$ cat src/rtl/flr_pkg.sv
// Types, codes and controller/datapath interface of the line rasterizer.
package flr_pkg;

   localparam int COORD_W   = 12;
   localparam int DIFF_W    = 13;
   localparam int WIDE_W    = 15;
   localparam int CHAN_W    = 8;
   localparam int COLOR_W   = 24;
   localparam int MODE_W    = 2;
   localparam int CSR_IDX_W = 2;

   typedef logic signed [COORD_W-1:0] coord_type;
   typedef logic signed [DIFF_W-1:0]  diff_type;
   typedef logic signed [WIDE_W-1:0]  wide_type;
   typedef logic [COLOR_W-1:0]        color_type;
   typedef logic [MODE_W-1:0]         mode_type;
   typedef logic [CSR_IDX_W-1:0]      csr_idx_type;
   typedef logic [1:0]                kind_type;

   localparam mode_type MODE_CLEAR = 2'd0;
   localparam mode_type MODE_SET   = 2'd1;
   localparam mode_type MODE_GET   = 2'd2;
   localparam mode_type MODE_DRAW  = 2'd3;

   localparam csr_idx_type CSR_LEFT_EDGE   = 2'd0;
   localparam csr_idx_type CSR_BOTTOM_EDGE = 2'd1;
   localparam csr_idx_type CSR_FG_COLOR    = 2'd2;
   localparam csr_idx_type CSR_BG_COLOR    = 2'd3;

   // octant folding of a left-to-right line
   localparam kind_type KIND_SHALLOW_UP = 2'd0;
   localparam kind_type KIND_STEEP_UP   = 2'd1;
   localparam kind_type KIND_SHALLOW_DN = 2'd2;
   localparam kind_type KIND_STEEP_DN   = 2'd3;

   localparam color_type BG_RESET = 24'hFFFFFF;

   typedef struct packed {
      logic load;
      logic clear_step;
      logic pixel;
      logic read_done;
      logic setup;
      logic prep;
      logic init;
      logic draw_step;
      logic result_load;
   } ctrl_cmd_type;

   typedef struct packed {
      mode_type mode;
      logic     clear_last;
      logic     draw_last;
   } dp_status_type;

endpackage

$ cat src/rtl/flr_ctrl.sv
// Command sequencer and result handshake of the line rasterizer.
module flr_ctrl
   import flr_pkg::*;
(
   input  logic          clock,
   input  logic          reset,
   input  logic          req_valid,
   output logic          req_stall,
   input  mode_type      req_mode,
   output logic          rsp_valid,
   input  logic          rsp_stall,
   output ctrl_cmd_type  cmd,
   input  dp_status_type status
);

   localparam logic [3:0] ST_IDLE  = 4'd0;
   localparam logic [3:0] ST_CLEAR = 4'd1;
   localparam logic [3:0] ST_PIXEL = 4'd2;
   localparam logic [3:0] ST_READ  = 4'd3;
   localparam logic [3:0] ST_SETUP = 4'd4;
   localparam logic [3:0] ST_PREP  = 4'd5;
   localparam logic [3:0] ST_INIT  = 4'd6;
   localparam logic [3:0] ST_DRAW  = 4'd7;
   localparam logic [3:0] ST_FLUSH = 4'd8;
   localparam logic [3:0] ST_DONE  = 4'd9;

   logic [3:0] state_ff, state_in;
   logic       rsp_valid_ff, rsp_valid_in;

   always_comb begin
      state_in = state_ff;
      cmd      = '0;
      unique case (state_ff)
         ST_IDLE: begin
            if (req_valid) begin
               cmd.load = 1'b1;
               unique case (req_mode)
                  MODE_CLEAR:         state_in = ST_CLEAR;
                  MODE_SET, MODE_GET: state_in = ST_PIXEL;
                  MODE_DRAW:          state_in = ST_SETUP;
               endcase
            end
         end
         ST_CLEAR: begin
            cmd.clear_step = 1'b1;
            if (status.clear_last) state_in = ST_DONE;
         end
         ST_PIXEL: begin
            cmd.pixel = 1'b1;
            state_in  = (status.mode == MODE_GET) ? ST_READ : ST_DONE;
         end
         ST_READ: begin
            cmd.read_done = 1'b1;
            state_in      = ST_DONE;
         end
         ST_SETUP: begin
            cmd.setup = 1'b1;
            state_in  = ST_PREP;
         end
         ST_PREP: begin
            cmd.prep = 1'b1;
            state_in = ST_INIT;
         end
         ST_INIT: begin
            cmd.init = 1'b1;
            state_in = ST_DRAW;
         end
         ST_DRAW: begin
            cmd.draw_step = 1'b1;
            if (status.draw_last) state_in = ST_FLUSH;
         end
         // last plotted pixel is written here
         ST_FLUSH: state_in = ST_DONE;
         ST_DONE: begin
            if (!rsp_valid_ff || !rsp_stall) begin
               cmd.result_load = 1'b1;
               state_in        = ST_IDLE;
            end
         end
         default: state_in = ST_IDLE;
      endcase
   end

   always_comb begin
      priority if (cmd.result_load) rsp_valid_in = 1'b1;
      else if (!rsp_stall)          rsp_valid_in = 1'b0;
      else                          rsp_valid_in = rsp_valid_ff;
   end

   always_ff @(posedge clock) begin
      if (reset) begin
         state_ff     <= ST_IDLE;
         rsp_valid_ff <= 1'b0;
      end else begin
         state_ff     <= state_in;
         rsp_valid_ff <= rsp_valid_in;
      end
   end

   assign req_stall = (state_ff != ST_IDLE);
   assign rsp_valid = rsp_valid_ff;

endmodule

$ cat config.mk
export PLATFORM = sky130hd
export DESIGN_NAME = flr_ctrl
export DESIGN_NICKNAME = d
export VERILOG_FILES = /design/src/rtl/flr_pkg.sv /design/src/rtl/flr_ctrl.sv
export SDC_FILE = /design/constraint.sdc
export NUM_CORES = 1
export LEC_CHECK = 0
export BUFFER_PORTS_ARGS = -buffer_cell sky130_fd_sc_hd__buf_2
export CAP_MARGIN = 15
export CORE_AREA = 2 2 39 41
export CTS_CLUSTER_SIZE = 16
export DETAILED_ROUTE_END_ITERATION = 10
export DIE_AREA = 0 0 41 43
export SYNTH_ARGS = -nofsm -noshare
export SYNTH_HDL_FRONTEND = slang
export SYNTH_SLANG_ARGS = --single-unit
export TNS_END_PERCENT = 100
$ cat constraint.sdc
create_clock -name clock -period 1.9 [get_ports clock]
set_clock_uncertainty 0.05 [all_clocks]
set_input_delay 0.19 -clock clock [delete_from_list [all_inputs] [get_ports clock]]
set_output_delay 0.19 -clock clock [all_outputs]
set_load 0.02 [all_outputs]
==> parameters.txt <==
Parameter                              Value

Placed design
  Detailed Place HPWL ... around 870 um
  Weighted congestion at the end of routability-driven global placement ... ~0.73
  Worst Setup Slack post-DPL ... approximately 0.32 ns
  Post-detailed-placement cell area ... 554.3 um^2
  DP Cell Count ... 96
  Total of buffers placed on input and output ports ... 20

Worst setup path
  Maximum fanout along the worst path ... 14
  Required time at the endpoint of the critical path ... 1.66 ns
  Startpoint Class ... flip-flop
  Cell-by-cell listing of the critical path ... nand2b_1 -> nor3_1 -> buf_2
  Slowest stage cell on the critical path ... dfxtp_1
  Endpoint arrival time on the critical path ... 1.39 ns
  Start-to-end type of the worst setup path ... flip-flop to primary output
  Delay of the slowest critical-path stage ... 0.58 ns
  Setup crit end kind ... primary output

Floorplan
  Boundary pin count ... 21
  Vertical die dimension ... approximately 43 um
  Die ar. ... roughly 1800 um^2
  Floorplan Core Area ... about 1400 um^2
  Horizontal die dimension ... 41 um
  Starting Density ... 0.3309
  Std cell rows ... 14

Clock tree
  Sink Count ... 5
  Level count of the clock H-tree ... 1
  Clock buffer depth ... 2
  TritonCTS clock tree ... yes
  Number of buffers created by CTS ... 3
  Post-CTS setup repair buffer count ... 0
  Clk Latency, worst-skew pair ... around 0.24 ns
  Gates resized, CTS repair ... 0
  Hold buffer count at cts ... 0
  Clock root buffer ... clkbuf_4
  Register clock-pin slew on the reported worst setup and hold paths ... 0.04 ns

Routing
  Total DRC errors in the routed layout ... 0
  Wirelength, routed ... between 1 and 1.5 mm
  Drt pass-1 iters ... 4
  WL/cell ... around 11 um
  Count of nets left with antenna violations after detail routing ... 0
  Via density ... ~5.2
  Via count ... between 500 and 600
  Violation count after the first detailed-routing iteration ... 9

Synth
  Post-Synthesis Cells ... 64
  Part of the Yosys area used for sequential elements ... 0.2186
  Syn. warnings ... 0
  Avg Synthesized Cell Area ... approximately 7.2 um^2
  Number of storage elements in the synthesis netlist ... 5
  Syn Nets ... 76
  Post-Synthesis Cell Area ... ~460 um^2
  Synth cell types ... 28

Power
  Power per Cell Area ... around 1300 nW/um^2
  LEAKAGE ... approximately 0.29 nW
  Overall power of the completed layout ... approximately 750 uW
  Maximum vdd ir drop ... 0.5306 mV

STA
  Setup TNS after final layout ... 0 ns
  Unrepaired setup endpoints after global routing ... false
  Number of failing hold endpoints at the final stage ... 0
  Post-layout minimum cycle time ... ~1.6 ns
  Pins over their slew limit ... 0
  Slew HR ... 0.6067
  Portion of the clock cycle consumed by the worst path in the final layout ... 0.8556
  Fmax ... 0.6151 GHz
  Slack of the critical path ... 0.2743 ns
  Final setup fails ... 0
  Tightest Pin Transition ... between 0.5 and 0.6 ns

Layout
  Finished Cell Area ... just under 600 um^2
  Fraction of layout cells with a size suffix above 1 ... 0.3214
  Final Net Count ... between 90 and 100
  Area Growth Syn to Fin ... 26.78%
  Post-route insts no fill ... 100
  Most frequent cells in the layout ... buf_2 (20), nor2_1 (7)
  Final antenna diode count ... 0
  Most common cell after layout, fill and taps aside ... buf_2

GRT
  First-pass GRT wire length ... roughly 1.8 mm
  Gr ovfl total ... 0
  Global routing usage summed across all routing layers ... 0.1424
  Via count of the first global-routing pass ... 452
  Maximum number of pins on one net before global-route repair ... 15
  Antenna violations before repair ... 0

Outcome
  Run status ... complete, no violations

Min path
  Class of the worst hold path ... primary input to flip-flop

Flow run
  Max-capacitance violation count ... 0
## registers in the layout (all words and copies together) (netlist names)
register and count:
rsp_valid 1, state_ff 4
## per-stage QoR
step | hold slack [ns] | util
after floorplan | 0.2091 | -
after global placement | 0.3773 | 0.4005
after detailed placement | 0.3735 | 0.4005
after CTS | 0.1198 | 0.4195
after global routing | 0.1268 | 0.4195
final | 0.1280 | 0.4195
## worst max-delay path: cells and delay by family, from the launching register on
family                 cells  cell delay (ns)
buffers and inverters      1             0.19
DFF                        1             0.58
and+or+nand+nor            2             0.38
## layer usage
metal / routed length, um / part of all wire / GRT usage / up-vias
met4: 0 / 0 / 0.03333 / 0
met5: 0 / 0 / 0 / -
met1: 518 / 0.47 / 0.1827 / 227
met2: 528 / 0.48 / 0.2094 / 17
li1: - / - / - / 276
met3: 61 / 0.055 / 0.06806 / 0
## logic make-up (layout without fill, tap and decap cells)
group / count (synthesis) / count (layout) / share of synthesized area
compound gates: 18 / 18 / 0.2596
fa+ha+maj: 2 / 2 / 0.05464
buf+inv: 10 / 30 / 0.1093
flops: 5 / 5 / 0.2186
simple gates: 29 / 29 / 0.3579
## cell type report
class,instances,area (um^2)
tap,16,20.02
fill,164,803.3
inverter,5,18.77
sequential,5,100.1
timing repair buffer,21,107.6
clock buffer,4,26.28
multi-input combinational,49,307.8
## worst paths after layout
| check | start | end | slack (ns) | cells past startpoint |
|---|---|---|---|---|
| max | state_ff[1] | cmd[6] | 0.27 | 3 |
| min | reset | rsp_valid | 0.13 | 2 |
| max reg2reg | state_ff[0] | state_ff[2] | 0.30 | 4 |
| min reg2reg | rsp_valid | rsp_valid | 0.45 | 2 |
## where the power goes
group / switching (mW) / internal (mW)
logic: 0.243 / 0.172
registers: 0.0780 / 0.136
clock network: 0.0403 / 0.0792
total: 0.362 / 0.388
## synthesized netlist by cell type
master / n / area share
clkbuf_1: 1 / 0.0082
ha_1: 2 / 0.055
a21oi_2: 1 / 0.019
and3_1: 2 / 0.027
or4_4: 1 / 0.025
nand4bb_1: 1 / 0.025
a21oi_1: 5 / 0.055
o211ai_1: 2 / 0.033
o2bb2ai_1: 1 / 0.019
nor3_1: 5 / 0.055
nor2_1: 7 / 0.057
buf_4: 3 / 0.049
nand2b_1: 1 / 0.014
nor2b_1: 1 / 0.014
nand2_1: 4 / 0.033
nor4_1: 2 / 0.027
o41ai_1: 1 / 0.019
buf_2: 1 / 0.011
nand3_1: 1 / 0.011
dfxtp_1: 5 / 0.22
a21o_1: 2 / 0.033
nand4b_1: 2 / 0.038
o311ai_1: 1 / 0.019
or3_1: 1 / 0.014
o2111ai_1: 1 / 0.019
inv_1: 5 / 0.041
nand2b_2: 1 / 0.019
o21ai_0: 4 / 0.044
No activity file was read; power rests on OpenSTA's default activity.
